**config.mk**
```make
export PLATFORM = sky130hd
export DESIGN_NAME = buddy_memory_allocator
export DESIGN_NICKNAME = d
export VERILOG_FILES = /design/src/rtl/core/bma_pkg.sv /design/src/rtl/core/bma_ram.sv /design/src/rtl/core/bma_engine.sv /design/src/rtl/core/buddy_memory_allocator.sv
export SDC_FILE = /design/constraint.sdc
export NUM_CORES = 2
export LEC_CHECK = 0
export ABC_AREA = 1
export ABC_CLOCK_PERIOD_IN_PS = 13200
export BUFFER_PORTS_ARGS = -buffer_cell sky130_fd_sc_hd__buf_2
export CAP_MARGIN = 20
export CELL_PAD_IN_SITES_DETAIL_PLACEMENT = 1
export CELL_PAD_IN_SITES_GLOBAL_PLACEMENT = 1
export CORE_MARGIN = 5
export CORE_UTILIZATION = 35
export DETAILED_ROUTE_END_ITERATION = 10
export GPL_TIMING_DRIVEN = 0
export PLACE_DENSITY = 0.65
export SYNTH_ARGS = -nofsm -noshare
export SYNTH_HDL_FRONTEND = slang
export SYNTH_HIERARCHICAL = 1
export SYNTH_SLANG_ARGS = --single-unit
```
**constraint.sdc**
```tcl
create_clock -name clock -period 13.2 [get_ports clock]
set_input_delay 0.66 -clock clock [delete_from_list [all_inputs] [get_ports clock]]
set_output_delay 0.66 -clock clock [all_outputs]
set_load 0.01 [all_outputs]
```
**src/rtl/core/bma_pkg.sv**
```systemverilog
// shared types and constants of the buddy allocator
`default_nettype none
package bma_pkg;
   localparam int LEN_W       = 20;
   localparam int NEED_W      = 21;
   localparam int SHIFT_W     = 4;
   localparam int ULV_W       = 3;
   localparam int HDR_W       = 7;
   localparam int STATUS_W    = 2;
   localparam int CSR_IDX_W   = 2;
   localparam int CSR_DATA_W  = 7;

   localparam logic [CSR_IDX_W-1:0] CSR_BLOCK_SHIFT  = 2'd0;
   localparam logic [CSR_IDX_W-1:0] CSR_USED_LEVELS  = 2'd1;
   localparam logic [CSR_IDX_W-1:0] CSR_HEADER_BYTES = 2'd2;

   localparam logic KIND_ALLOC = 1'b0;
   localparam logic KIND_FREE  = 1'b1;

   localparam logic [STATUS_W-1:0] STATUS_OK       = 2'd0;
   localparam logic [STATUS_W-1:0] STATUS_NO_FIT   = 2'd1;
   localparam logic [STATUS_W-1:0] STATUS_BAD_FREE = 2'd2;

   typedef struct packed {
      logic [SHIFT_W-1:0] block_shift;
      logic [ULV_W-1:0]   used_levels;
      logic [HDR_W-1:0]   header_bytes;
      logic               reinit;
   } cfg_type;

   typedef enum logic [3:0] {
      ST_CLEAR, ST_IDLE, ST_A_PREP, ST_S_RD, ST_S_CHK, ST_P_RD, ST_P_CHK,
      ST_F_PREP, ST_F_CHK, ST_M_RD, ST_M_CHK
   } state_type;
endpackage
`default_nettype wire

```
**src/rtl/core/bma_ram.sv**
```systemverilog
// generic simple dual port ram with registered read
`default_nettype none
module bma_ram #(
   parameter int WIDTH = 8,
   parameter int DEPTH = 16
) (
   input  wire logic                                   clock,
   input  wire logic                                   wr_en,
   input  wire logic [(DEPTH > 1 ? $clog2(DEPTH) : 1)-1:0] wr_addr,
   input  wire logic [WIDTH-1:0]                       wr_data,
   input  wire logic                                   rd_en,
   input  wire logic [(DEPTH > 1 ? $clog2(DEPTH) : 1)-1:0] rd_addr,
   output logic      [WIDTH-1:0]                       rd_data
);
   logic [WIDTH-1:0] mem_ff [DEPTH];
   logic [WIDTH-1:0] rd_data_ff;

   // write port and registered read port
   always_ff @(posedge clock) begin
      if (wr_en) begin
         mem_ff[wr_addr] <= wr_data;
      end
      if (rd_en) begin
         rd_data_ff <= mem_ff[rd_addr];
      end
   end

   assign rd_data = rd_data_ff;
endmodule
`default_nettype wire

```
**src/rtl/core/bma_engine.sv**
```systemverilog
// allocator sequencer over the free-row and block-info memories
`default_nettype none
module bma_engine #(
   parameter int MAX_ORDER = 7
) (
   input  wire logic                               clock,
   input  wire logic                               reset,
   input  wire bma_pkg::cfg_type                   cfg,
   input  wire logic                               start,
   input  wire logic                               kind,
   input  wire logic [bma_pkg::LEN_W-1:0]          request_length,
   input  wire logic [bma_pkg::LEN_W-1:0]          payload_offset,
   output logic                                    busy,
   output logic                                    rsp_valid,
   output logic [bma_pkg::STATUS_W-1:0]            rsp_status,
   output logic [bma_pkg::LEN_W-1:0]               rsp_result_offset
);
   import bma_pkg::*;

   localparam int BLOCKS = 1 << MAX_ORDER;
   localparam int ROWS   = MAX_ORDER + 1;
   localparam int LVL_W  = $clog2(MAX_ORDER + 1);
   localparam int BW     = MAX_ORDER;
   localparam int AI_W   = 1 + LVL_W;

   state_type state_ff, state_in;
   logic [LVL_W-1:0]  k_ff, k_in, order_ff, order_in;
   logic [BW-1:0]     s_ff, s_in, clr_ff, clr_in;
   logic [NEED_W-1:0] need_ff, need_in;
   logic [LEN_W-1:0]  off_ff, off_in;
   logic              rsp_valid_ff, rsp_valid_in;
   logic [STATUS_W-1:0] status_ff, status_in;
   logic [LEN_W-1:0]  result_ff, result_in;

   // memory ports
   logic              fr_wr_en, fr_rd_en;
   logic [LVL_W-1:0]  fr_wr_addr, fr_rd_addr;
   logic [BLOCKS-1:0] fr_wr_data, fr_rd_data;
   logic              ai_wr_en, ai_rd_en;
   logic [BW-1:0]     ai_wr_addr, ai_rd_addr;
   logic [AI_W-1:0]   ai_wr_data, ai_rd_data;

   // free map, one row of node bits per level
   bma_ram #(.WIDTH(BLOCKS), .DEPTH(ROWS)) u_free_rows (
      .clock(clock), .wr_en(fr_wr_en), .wr_addr(fr_wr_addr), .wr_data(fr_wr_data),
      .rd_en(fr_rd_en), .rd_addr(fr_rd_addr), .rd_data(fr_rd_data)
   );

   // allocated flag and order per basic block start
   bma_ram #(.WIDTH(AI_W), .DEPTH(BLOCKS)) u_block_info (
      .clock(clock), .wr_en(ai_wr_en), .wr_addr(ai_wr_addr), .wr_data(ai_wr_data),
      .rd_en(ai_rd_en), .rd_addr(ai_rd_addr), .rd_data(ai_rd_data)
   );

   // effective region level
   logic [LVL_W-1:0] lv;
   assign lv = (32'(cfg.used_levels) > MAX_ORDER) ? LVL_W'(MAX_ORDER)
                                                   : LVL_W'(cfg.used_levels);

   // size check and order of an allocate
   logic [31:0]      region;
   logic             no_fit;
   logic [LVL_W-1:0] ord_calc;
   always_comb begin
      region   = 32'd1 << (32'(cfg.block_shift) + 32'(lv));
      no_fit   = 32'(need_ff) > region;
      ord_calc = lv;
      for (int o = MAX_ORDER; o >= 0; o--) begin
         if (o <= 32'(lv) &&
             ((32'd1 << (32'(cfg.block_shift) + o)) >= 32'(need_ff))) begin
            ord_calc = LVL_W'(o);
         end
      end
   end

   // lowest free node of the searched level
   logic [31:0]       span;
   logic [BLOCKS-1:0] avail;
   logic              hit;
   logic [BW-1:0]     hit_idx;
   always_comb begin
      span    = 32'd1 << (lv - k_ff);
      hit     = 1'b0;
      hit_idx = '0;
      for (int i = 0; i < BLOCKS; i++) begin
         avail[i] = fr_rd_data[i] && (i < span);
      end
      for (int i = BLOCKS - 1; i >= 0; i--) begin
         if (avail[i]) begin
            hit     = 1'b1;
            hit_idx = BW'(i);
         end
      end
   end

   // free offset checks
   logic [LEN_W-1:0] base_a;
   logic [LEN_W-1:0] blk_a;
   logic             free_ok;
   always_comb begin
      base_a  = off_ff - LEN_W'(cfg.header_bytes);
      blk_a   = base_a >> cfg.block_shift;
      free_ok = (off_ff >= LEN_W'(cfg.header_bytes)) &&
                ((base_a & ((LEN_W'(1) << cfg.block_shift) - LEN_W'(1))) == '0) &&
                (32'(blk_a) < (32'd1 << lv));
   end

   // node indexes inside a row
   logic [BW-1:0] s_hit, own_idx, bud_idx, bud_s;
   logic [31:0]   off_calc;
   assign s_hit    = hit_idx << k_ff;
   assign own_idx  = s_ff >> k_ff;
   assign bud_s    = s_ff ^ (BW'(1) << k_ff);
   assign bud_idx  = bud_s >> k_ff;
   assign off_calc = (32'(s_in) << cfg.block_shift) + 32'(cfg.header_bytes);

   // state register
   always_ff @(posedge clock) begin
      if (reset) begin
         state_ff     <= ST_CLEAR;
         clr_ff       <= '0;
         rsp_valid_ff <= 1'b0;
      end else begin
         state_ff     <= state_in;
         clr_ff       <= clr_in;
         rsp_valid_ff <= rsp_valid_in;
      end
      k_ff      <= k_in;
      order_ff  <= order_in;
      s_ff      <= s_in;
      need_ff   <= need_in;
      off_ff    <= off_in;
      status_ff <= status_in;
      result_ff <= result_in;
   end

   // next state and memory control
   always_comb begin
      state_in     = state_ff;
      clr_in       = clr_ff;
      k_in         = k_ff;
      order_in     = order_ff;
      s_in         = s_ff;
      need_in      = need_ff;
      off_in       = off_ff;
      rsp_valid_in = 1'b0;
      status_in    = status_ff;
      result_in    = result_ff;
      fr_wr_en     = 1'b0;
      fr_wr_addr   = k_ff;
      fr_wr_data   = fr_rd_data;
      fr_rd_en     = 1'b0;
      fr_rd_addr   = k_ff;
      ai_wr_en     = 1'b0;
      ai_wr_addr   = s_ff;
      ai_wr_data   = '0;
      ai_rd_en     = 1'b0;
      ai_rd_addr   = s_ff;
      unique case (state_ff)
         ST_CLEAR: begin
            fr_wr_en   = 32'(clr_ff) < ROWS;
            fr_wr_addr = LVL_W'(clr_ff);
            fr_wr_data = (LVL_W'(clr_ff) == lv) ? BLOCKS'(1) : '0;
            ai_wr_en   = 1'b1;
            ai_wr_addr = clr_ff;
            ai_wr_data = '0;
            clr_in     = clr_ff + BW'(1);
            if (clr_ff == BW'(BLOCKS - 1)) begin
               state_in = ST_IDLE;
            end
         end
         ST_IDLE: begin
            if (start) begin
               need_in  = NEED_W'(request_length) + NEED_W'(cfg.header_bytes);
               off_in   = payload_offset;
               state_in = (kind == KIND_FREE) ? ST_F_PREP : ST_A_PREP;
            end
         end
         ST_A_PREP: begin
            if (no_fit) begin
               rsp_valid_in = 1'b1;
               status_in    = STATUS_NO_FIT;
               result_in    = '0;
               state_in     = ST_IDLE;
            end else begin
               order_in = ord_calc;
               k_in     = ord_calc;
               state_in = ST_S_RD;
            end
         end
         ST_S_RD: begin
            fr_rd_en = 1'b1;
            state_in = ST_S_CHK;
         end
         ST_S_CHK: begin
            if (hit) begin
               s_in       = s_hit;
               fr_wr_en   = 1'b1;
               fr_wr_data = fr_rd_data & ~(BLOCKS'(1) << hit_idx);
               if (k_ff == order_ff) begin
                  ai_wr_en     = 1'b1;
                  ai_wr_addr   = s_hit;
                  ai_wr_data   = {1'b1, order_ff};
                  rsp_valid_in = 1'b1;
                  status_in    = STATUS_OK;
                  result_in    = off_calc[LEN_W-1:0];
                  state_in     = ST_IDLE;
               end else begin
                  k_in     = k_ff - LVL_W'(1);
                  state_in = ST_P_RD;
               end
            end else if (k_ff == lv) begin
               rsp_valid_in = 1'b1;
               status_in    = STATUS_NO_FIT;
               result_in    = '0;
               state_in     = ST_IDLE;
            end else begin
               k_in     = k_ff + LVL_W'(1);
               state_in = ST_S_RD;
            end
         end
         ST_P_RD: begin
            fr_rd_en = 1'b1;
            state_in = ST_P_CHK;
         end
         ST_P_CHK: begin
            // split: lower half kept, upper half goes free
            fr_wr_en   = 1'b1;
            fr_wr_data = (fr_rd_data & ~(BLOCKS'(1) << own_idx))
                         | (BLOCKS'(1) << (own_idx + BW'(1)));
            if (k_ff == order_ff) begin
               ai_wr_en     = 1'b1;
               ai_wr_data   = {1'b1, order_ff};
               rsp_valid_in = 1'b1;
               status_in    = STATUS_OK;
               result_in    = off_calc[LEN_W-1:0];
               state_in     = ST_IDLE;
            end else begin
               k_in     = k_ff - LVL_W'(1);
               state_in = ST_P_RD;
            end
         end
         ST_F_PREP: begin
            if (free_ok) begin
               s_in       = blk_a[BW-1:0];
               ai_rd_en   = 1'b1;
               ai_rd_addr = blk_a[BW-1:0];
               state_in   = ST_F_CHK;
            end else begin
               rsp_valid_in = 1'b1;
               status_in    = STATUS_BAD_FREE;
               result_in    = '0;
               state_in     = ST_IDLE;
            end
         end
         ST_F_CHK: begin
            if (!ai_rd_data[AI_W-1]) begin
               rsp_valid_in = 1'b1;
               status_in    = STATUS_BAD_FREE;
               result_in    = '0;
               state_in     = ST_IDLE;
            end else begin
               ai_wr_en   = 1'b1;
               ai_wr_data = '0;
               k_in       = (ai_rd_data[LVL_W-1:0] > lv) ? lv : ai_rd_data[LVL_W-1:0];
               state_in   = ST_M_RD;
            end
         end
         ST_M_RD: begin
            fr_rd_en = 1'b1;
            state_in = ST_M_CHK;
         end
         ST_M_CHK: begin
            fr_wr_en = 1'b1;
            if (k_ff < lv && fr_rd_data[bud_idx]) begin
               // merge with the free buddy and climb one level
               fr_wr_data = fr_rd_data & ~(BLOCKS'(1) << bud_idx);
               s_in       = (bud_s < s_ff) ? bud_s : s_ff;
               k_in       = k_ff + LVL_W'(1);
               state_in   = ST_M_RD;
            end else begin
               fr_wr_data   = fr_rd_data | (BLOCKS'(1) << own_idx);
               rsp_valid_in = 1'b1;
               status_in    = STATUS_OK;
               result_in    = '0;
               state_in     = ST_IDLE;
            end
         end
         default: state_in = ST_IDLE;
      endcase
      // a used_levels write restarts the clearing pass
      if (cfg.reinit) begin
         state_in = ST_CLEAR;
         clr_in   = '0;
      end
   end

   // busy also covers the cycle in which a clearing pass is pending
   assign busy              = (state_ff != ST_IDLE) || cfg.reinit;
   assign rsp_valid         = rsp_valid_ff;
   assign rsp_status        = status_ff;
   assign rsp_result_offset = result_ff;
endmodule
`default_nettype wire

```
**src/rtl/core/buddy_memory_allocator.sv**
```systemverilog
// top level of the buddy allocator: configuration registers and sequencer
// Usage:
//   Issue a transaction with start high while busy is low; req_kind selects
//   allocate or free, req_request_length and req_payload_offset carry the
//   operands. Exactly one result follows per transaction: rsp_valid is high
//   for one cycle with rsp_status and rsp_result_offset, and the receiver
//   cannot stall it. The next transaction may start once busy falls.
//   An allocate reads and checks the free row of each level searched and
//   split; a free checks the block info, then the free row of each level
//   merged. The cost is set by the registered free-row read per level visited.
//   Configuration writes go through csr_valid/csr_ready; the user is bound
//   to make them only while the block is idle, and csr_ready stays high, so
//   the block leaves this to the user. After reset and each used_levels
//   write, a clearing pass initializes both memories with busy held high.
`default_nettype none
module buddy_memory_allocator #(
   parameter int MAX_ORDER = 7
) (
   input  wire logic                             clock,
   input  wire logic                             reset,
   input  wire logic                             start,
   output logic                                  busy,
   input  wire logic                             req_kind,
   input  wire logic [bma_pkg::LEN_W-1:0]        req_request_length,
   input  wire logic [bma_pkg::LEN_W-1:0]        req_payload_offset,
   output logic                                  rsp_valid,
   output logic [bma_pkg::STATUS_W-1:0]          rsp_status,
   output logic [bma_pkg::LEN_W-1:0]             rsp_result_offset,
   input  wire logic                             csr_valid,
   output logic                                  csr_ready,
   input  wire logic [bma_pkg::CSR_IDX_W-1:0]    csr_index,
   input  wire logic [bma_pkg::CSR_DATA_W-1:0]   csr_data
);
   import bma_pkg::*;

   logic [SHIFT_W-1:0] block_shift_ff;
   logic [ULV_W-1:0]   used_levels_ff;
   logic [HDR_W-1:0]   header_bytes_ff;
   logic               reinit_ff;
   logic               csr_wr;
   cfg_type            cfg;

   assign csr_ready = 1'b1;
   assign csr_wr    = csr_valid && csr_ready;

   // configuration registers
   always_ff @(posedge clock) begin
      if (reset) begin
         block_shift_ff  <= 4'd7;
         used_levels_ff  <= 3'd7;
         header_bytes_ff <= 7'd16;
         reinit_ff       <= 1'b0;
      end else begin
         reinit_ff <= 1'b0;
         if (csr_wr) begin
            case (csr_index)
               CSR_BLOCK_SHIFT:  block_shift_ff  <= csr_data[SHIFT_W-1:0];
               CSR_USED_LEVELS: begin
                  used_levels_ff <= csr_data[ULV_W-1:0];
                  reinit_ff      <= 1'b1;
               end
               CSR_HEADER_BYTES: header_bytes_ff <= csr_data[HDR_W-1:0];
               default: ;
            endcase
         end
      end
   end

   assign cfg.block_shift  = block_shift_ff;
   assign cfg.used_levels  = used_levels_ff;
   assign cfg.header_bytes = header_bytes_ff;
   assign cfg.reinit       = reinit_ff;

   // allocator sequencer
   bma_engine #(.MAX_ORDER(MAX_ORDER)) u_engine (
      .clock(clock), .reset(reset), .cfg(cfg), .start(start), .kind(req_kind),
      .request_length(req_request_length), .payload_offset(req_payload_offset),
      .busy(busy), .rsp_valid(rsp_valid), .rsp_status(rsp_status),
      .rsp_result_offset(rsp_result_offset)
   );
endmodule
`default_nettype wire
```
Word-level counts from Yosys, hierarchy flattened. Memory sizes are Yosys's and may differ from the RTL's. A register that Yosys moved wholly into a read port is not among the register bits. Index checks and enable logic that the tools add are counted.

$add $sub $neg: 17. Multipliers: 0. Div/mod/pow operators: 0. Magnitude comparators: 151. Equality and inequality tests: 28. Shift operators: 22. Mux-type cells: 339. Bitwise logic cells: 12. Reduce and logical (&&, ||, !) cells: 156.

Operators with widths (count): $lt 7x32->1 const A (64); $lt 6x32->1 const A (32); $mux 7 (135); $lt 5x32->1 const A (16); $pmux 128 s4 (1); $shl 1x7->128 const A (4); $and 128x128->128 (3); $not 128->128 (3); $ge 32x21->1 (8); $lt 4x32->1 const A (8); $mux 128 (2); $or 128x128->128 (2); $shl 1x32->32 const A (8); $mux 1 (148); $mux 20 (7); $logic_and 1x1->1 (138); $lt 3x32->1 const A (4); $pmux 20 s6 (1); $lt 1x32->1 const A (2); $lt 2x32->1 const A (2); $shl 1x3->32 const A (2); $mux 3 (18); $pmux 4 s11 (1); $gt 21x32->1 (1); other kinds (67) (115).

Bits in registers: 103. Bits in latches: 0. Bits in writable memories: 1536. ROM bits: 0. Word-level logic and storage cells: 741. Memories kept: 2.

Memory list: u_engine.u_free_rows.mem_ff (depth 8, bits a word 128, rd ports 1, clocked after memory_dff 1, write ports 1, line bma_ram.sv:15) `logic [WIDTH-1:0] mem_ff [DEPTH];`; u_engine.u_block_info.mem_ff (depth 128, bits a word 4, rd ports 1, clocked after memory_dff 1, write ports 1, line bma_ram.sv:15).

Longest topological paths before layout.
Depth in word-level cells: 140. Gate-level depth with buffers: 154. Gate-level depth less buffers: 153.

Hierarchy. Netlist, hierarchy kept.

Modules (own cells, without submodules): bma_ram (u_engine.u_free_rows) (instances 1, cells each 4570, area each 48358.9 um^2, seq. area each 34593.2 um^2); bma_engine (instances 1, cells each 4507, area each 25974.9 um^2, seq. area each 2452.4 um^2); bma_ram (u_engine.u_block_info) (instances 1, cells each 1886, area each 21535.7 um^2, seq. area each 15494.9 um^2); buddy_memory_allocator (instances 1, cells each 84, area each 605.6 um^2, seq. area each 300.3 um^2).

Worst setup path before layout. No wires, ideal clock.

Kind: flip-flop to flip-flop. From: reg used_levels_ff[0]. To: mem u_engine/u_block_info/mem_ff[0][0] (netlist name) (data pin). Setup time: 797 ps. Arrival time: 9038 ps. Data required time: 12403 ps. Slack: 3365 ps. Stages on the path, launching flop included: 25. Clock period less this slack: 9835 ps. Path through: dfxtp_1 clkbuf_1 inv_1 ha_1 fa_1 nor2_2 nand3_4 inv_2 buf_4 buf_2 clkbuf_1 clkbuf_1 o21ai_0 nand2_1 nor2_1 nand2_1 nor2_1 nand2_1 nor2_1 nor2_2 nor2_1 nor2_2 inv_1 clkbuf_1 nor2_1.

Word-level cells in the longest chain between the ends: 134. Elaborated cells on any way between the ends: 388.

RTL lines: start, declared (line buddy_memory_allocator.sv:37) `logic [ULV_W-1:0] used_levels_ff;`; start signal, assigned (line buddy_memory_allocator.sv:59) `used_levels_ff <= csr_data[ULV_W-1:0];`; $sub 3x3->3 (*) (line bma_engine.sv:82) `span = 32'd1 << (lv - k_ff);`; $shl 1x3->32 (*) (line bma_engine.sv:82); $lt 7x32->1 (line bma_engine.sv:86) `avail[i] = fr_rd_data[i] && (i < span);`; $logic_and 1x1->1 (line bma_engine.sv:86); $mux 1 (127 in a row) (line bma_engine.sv:89) `if (avail[i]) begin`; $mux 1 (*) (line bma_engine.sv:89); $mux 4 (*) (line bma_engine.sv:196) `if (hit) begin`; $pmux 4 s2 (*) (line bma_engine.sv:159) `unique case (state_ff)`; via u_engine.ai_wr_data[0] (line bma_engine.sv:41) `logic [AI_W-1:0] ai_wr_data, ai_rd_data;`; end, declared (line bma_ram.sv:15).

Mark *: on every way through the listed nets, which the timed path passes. The rest lies on a longest branch.

Worst setup path after layout.
From: reg u_engine.k_ff[1], in the netlist u_engine/fr_rd_addr[1]. To: reg u_engine.result_ff[14], in the netlist u_engine/rsp_result_offset[14] (data pin).

Word-level cells in the longest chain between the ends: 140. Elaborated cells on any way between the ends: 533.

RTL lines: start, declared (line bma_engine.sv:27) `logic [LVL_W-1:0] k_ff, k_in, order_ff, order_in;`; start signal, assigned (line bma_engine.sv:128) `k_ff <= k_in;`; $sub 3x3->3 (line bma_engine.sv:82); $shl 1x3->32 (line bma_engine.sv:82); $lt 7x32->1 (line bma_engine.sv:86); $logic_and 1x1->1 (line bma_engine.sv:86); $mux 7 (128 in a row) (line bma_engine.sv:89); $shl 7x3->7 (line bma_engine.sv:111) `assign s_hit = hit_idx << k_ff;`; $mux 7 (line bma_engine.sv:196); $pmux 7 s3 (line bma_engine.sv:159); $shl 7x4->20 (line bma_engine.sv:115) `assign off_calc = (32'(s_in) << cfg.block_shift) + 32'(cfg.header_bytes);`; $add 20x7->20 (line bma_engine.sv:115); $mux 20 (line bma_engine.sv:200, bma_engine.sv:231); $mux 20 (line bma_engine.sv:196); $pmux 20 s6 (*) (line bma_engine.sv:159); via u_engine.result_in[14] (line bma_engine.sv:33) `logic [LEN_W-1:0] result_ff, result_in;`; end signal, assigned (line bma_engine.sv:134) `result_ff <= result_in;`; end, declared (line bma_engine.sv:33).

Mark *: on every way through the listed nets, which the timed path passes. The rest lies on a longest branch. The select of a mux whose other input is x is not followed. A chain may end at the register's enable or synchronous reset.

==> flow_summary_export.csv <==
group,metric,value,unit
floorplan,rows,192,
routing,dr.pass1.iters,6,
yosys,ys_ff_latch,1771,
global_routing,grt_pass1_wl,674000,um
sta,setup_violations,0,
power_and_ir_drop,p_leak,46.2,nW
worst_setup_path,cp.arrival,13010,ps
global_routing,first_global_vias,86000,
yosys,yosys.cell_count.top_type,"nand2_1",
routing,viasPerCell,5.53,
routing,drtIter0Drc,7245,
worst_setup_path,timing.rr.start,"u_engine/fr_rd_addr[1]",
yosys,synth_top_area_cell,"edfxtp_1",
worst_setup_path,crit_type,"register to register",
yosys,syn_area,0.0965,sq mm
placed_design,io_buffers,77,
min_path,hp-class,"primary input to register",
layout,final_core_util,40.5,%
routing,post_drt_wl_per_cell,32.0,um
placed_design,hpwl,378000,um
floorplan,fp.coreArea,0.274,sq mm
min_path,min_from,"req_payload_offset[0]",
placed_design,place.gp.congestion,1.08,
sta,clock.fmax,81.2,MHz
yosys,ys_warn_count,6,
yosys,yosys-top-cells-area,"edfxtp_1 54%, nand2_1 13%, nand3_1 6.3%",
placed_design,dpl.cell_count,15000,
global_routing,antenna_found_initial,43,
floorplan,ios,79,
worst_setup_path,reg2reg_to,"u_engine/rsp_result_offset[14]",
worst_setup_path,cpPeakStageDelay,970,ps
yosys,yosys-top-cells-count,"3268 x nand2_1, 1737 x edfxtp_1, 1615 x inv_1",
sta,min_period,12310,ps
layout,nNetsFinal,11800,
sta,max_slew_margin,12.7,%
yosys,synth_top_area_share,54.1,%
clock_network,clock_tree.root_cell,"clkbuf_16",
global_routing,track_usage,33.3,%
yosys,ys_seq_area_share,54.8,%
worst_setup_path,crit_slowest_cell,"o311ai_0",
clock_network,numCtsBuffers,195,
global_routing,overflow,0,
power_and_ir_drop,peakVddDrop,0.116,mV
yosys,syn-mean-instance-area,8.73,sq um
floorplan,fp.dieH,535,um
worst_setup_path,crit_path_end_kind,"register",
yosys,synthArstFlopShare,0,%
clock_network,worst_skew_pair.late_latency,950,ps
min_path,hold-path-endpoint,"u_engine/off_ff[0]",
floorplan,start_util,35.2,%
worst_setup_path,r2r_cells,47,
yosys,synth_ff_type,"edfxtp_1",
floorplan,dieArea,0.286,sq mm
yosys,netlist-cell-type-count,72,
worst_setup_path,required,13900,ps
global_routing,grt_max_degree,63,
clock_network,cts_sinks,1771,
sta,clock_skew,116,ps
clock_network,clkTransAtPathRegs,60,ps
sta,worst_pin_slew,1310,ps
worst_setup_path,crit_path_frequent_cell,"nand2_1",
routing,ant_nets,0,
routing,drc,0,
worst_setup_path,rrSetupSlack,890,ps
routing,finalWirelength,492000,um
job,maxCapViolations,0,
clock_network,cts.path.max_buffers,4,
power_and_ir_drop,powerDensity,117,mW/mm^2
worst_setup_path,cp_max_fo,13,
routing,vias,85100,
worst_setup_path,cp-start-kind,"register",
layout,stdcell_count,15400,
floorplan,die_x,535,um
sta,finalCritPeriodShare,93.3,%
clock_network,cts_max_level,4,
min_path,whs_path_depth,1,
yosys,synth_edf_count,1737,
status,outcome,"finished, final reports clean",
yosys,synth_cells,11000,
layout,layout-area-overhead-vs-synth,15.1,%
power_and_ir_drop,total_power,13.0,mW
sta,hold_ws,45.9,ps
sta,final_max_slew_viol_count,0,
sta,hold_viol_final,0,
layout,drive_gt1_share,8.00,%
clock_network,cts_tree,"built",
per-stage QoR:
step	setup slack [ps]	setup TNS, ps	instance area, sq um
floorplan	3360	0	96500
global placement	-7720	-8612520	101000
detailed placement	-223	-2230	104000
CTS	28.1	0	111000
global route	-27.8	-116	111000
finish	891	0	111000
sequential cells by signal (all words and copies together) (netlist names):
name	count
u_engine/need_ff	21
u_engine/order_ff	3
u_engine/fr_rd_addr	3
u_engine/state_ff	4
used_levels_ff	3
u_engine/off_ff	20
u_engine/u_free_rows/rd_data	128
u_engine/s_ff	7
u_engine/rsp_status	2
block_shift_ff	4
u_engine/rsp_valid	1
u_engine/u_block_info/mem_ff	512
u_engine/rsp_result_offset	20
u_engine/u_free_rows/mem_ff	1024
header_bytes_ff	7
u_engine/clr_ff	7
reinit_ff	1
u_engine/u_block_info/rd_data	4
kinds of logic after synthesis:
kind of cell               after synthesis  share of synthesized area, %
muxes                                    3                        0.0311
other                                    2                       0.00778
AOI/OAI and AO/OA                     1217                          8.38
DFF                                   1771                          54.8
xor gates and xnor gates                46                         0.418
buffers and inverters                 2232                          9.36
and+or+nand+nor                       5545                          24.0
adders and majority gates              231                          3.03
power breakdown:
part           total, mW  leakage (nW)  internal, mW  switching [mW]
clock network       5.42          3.03          3.09            2.33
logic               1.28          27.8         0.337           0.939
registers           6.32          15.3          6.27          0.0476
routing by layer:
metal / part of all wire (%) / vias up / GRT usage (%)
met2: 46 / 3050 / 54.8
met1: 40 / 43000 / 40.9
met3: 5.9 / 1020 / 5.74
met4: 7.6 / 16 / 20.4
met5: 0.021 / - / 0
li1: - / 38000 / -
cells in the final DEF (no fill, tap or decap), types with 25 or more instances in the layout:
| cell | instances |
|---|---|
| inv_1 | 1612 |
| a21oi_1 | 232 |
| nand3_1 | 1212 |
| o21ai_0 | 314 |
| a31oi_1 | 61 |
| nand2_1 | 3262 |
| clkinv_2 | 36 |
| a32o_1 | 26 |
| o22ai_1 | 46 |
| buf_8 | 42 |
| buf_12 | 54 |
| buf_1 | 41 |
| ha_1 | 225 |
| edfxtp_1 | 1737 |
| buf_4 | 80 |
| nor2_1 | 710 |
| buf_6 | 43 |
| a22oi_1 | 35 |
| buf_2 | 278 |
| o2111ai_1 | 54 |
| clkinv_1 | 58 |
| nor3_1 | 120 |
| a22o_1 | 25 |
| xor2_1 | 34 |
| dfxtp_1 | 32 |
| clkbuf_16 | 196 |
| a211oi_1 | 39 |
| a221o_1 | 67 |
| o311ai_0 | 28 |
| clkbuf_1 | 292 |
| o211ai_1 | 142 |
| nand4_1 | 138 |
| a32oi_1 | 30 |
layout make-up:
type | count | area [sq um]
Antenna cell | 23 | 57.6
Buffer | 587 | 2880
Clock buffer | 235 | 5060
Clock inverter | 117 | 1150
Fill cell | 31800 | 163000
Inverter | 1643 | 6180
Multi-Input combinational cell | 7048 | 35000
Sequential cell | 1771 | 52800
Tap cell | 3686 | 4610
Timing Repair Buffer | 265 | 3230
repair_timing:
item                       in CTS  in global routing
gates resized for setup         3                 26
setup endpoints to repair      27               1087
pin swaps                       0                  9
cloned                          0                  0
hold buffers                   19                  0
buffers inserted                0                 16
hold endpoints to repair       19                  0
worst max-delay path by stage:
| stage | cells past startpoint | start | slack [ps] | to |
|---|---|---|---|---|
| global route | 151 | used_levels_ff[0] | -30 | u_engine/rsp_result_offset[10] |
| floorplan | 24 | used_levels_ff[0] | 3360 | u_engine/u_block_info/mem_ff[0][0] |
| global placement | 25 | used_levels_ff[0] | -7720 | u_engine/u_block_info/mem_ff[16][2] |
| finish | 47 | u_engine/fr_rd_addr[1] | 890 | u_engine/rsp_result_offset[14] |
| CTS | 149 | used_levels_ff[1] | 30 | u_engine/rsp_result_offset[14] |
| detailed placement | 150 | used_levels_ff[0] | -220 | u_engine/rsp_result_offset[14] |
critical path, delay by kind of cell, from the launching register on:
family          cells  cell delay, ps
compound gates     11            3400
fa+ha+maj           3             920
simple gates       22            4160
flops               1             510
buf+inv            11            3110
No activity file was read; power rests on OpenSTA's default activity.
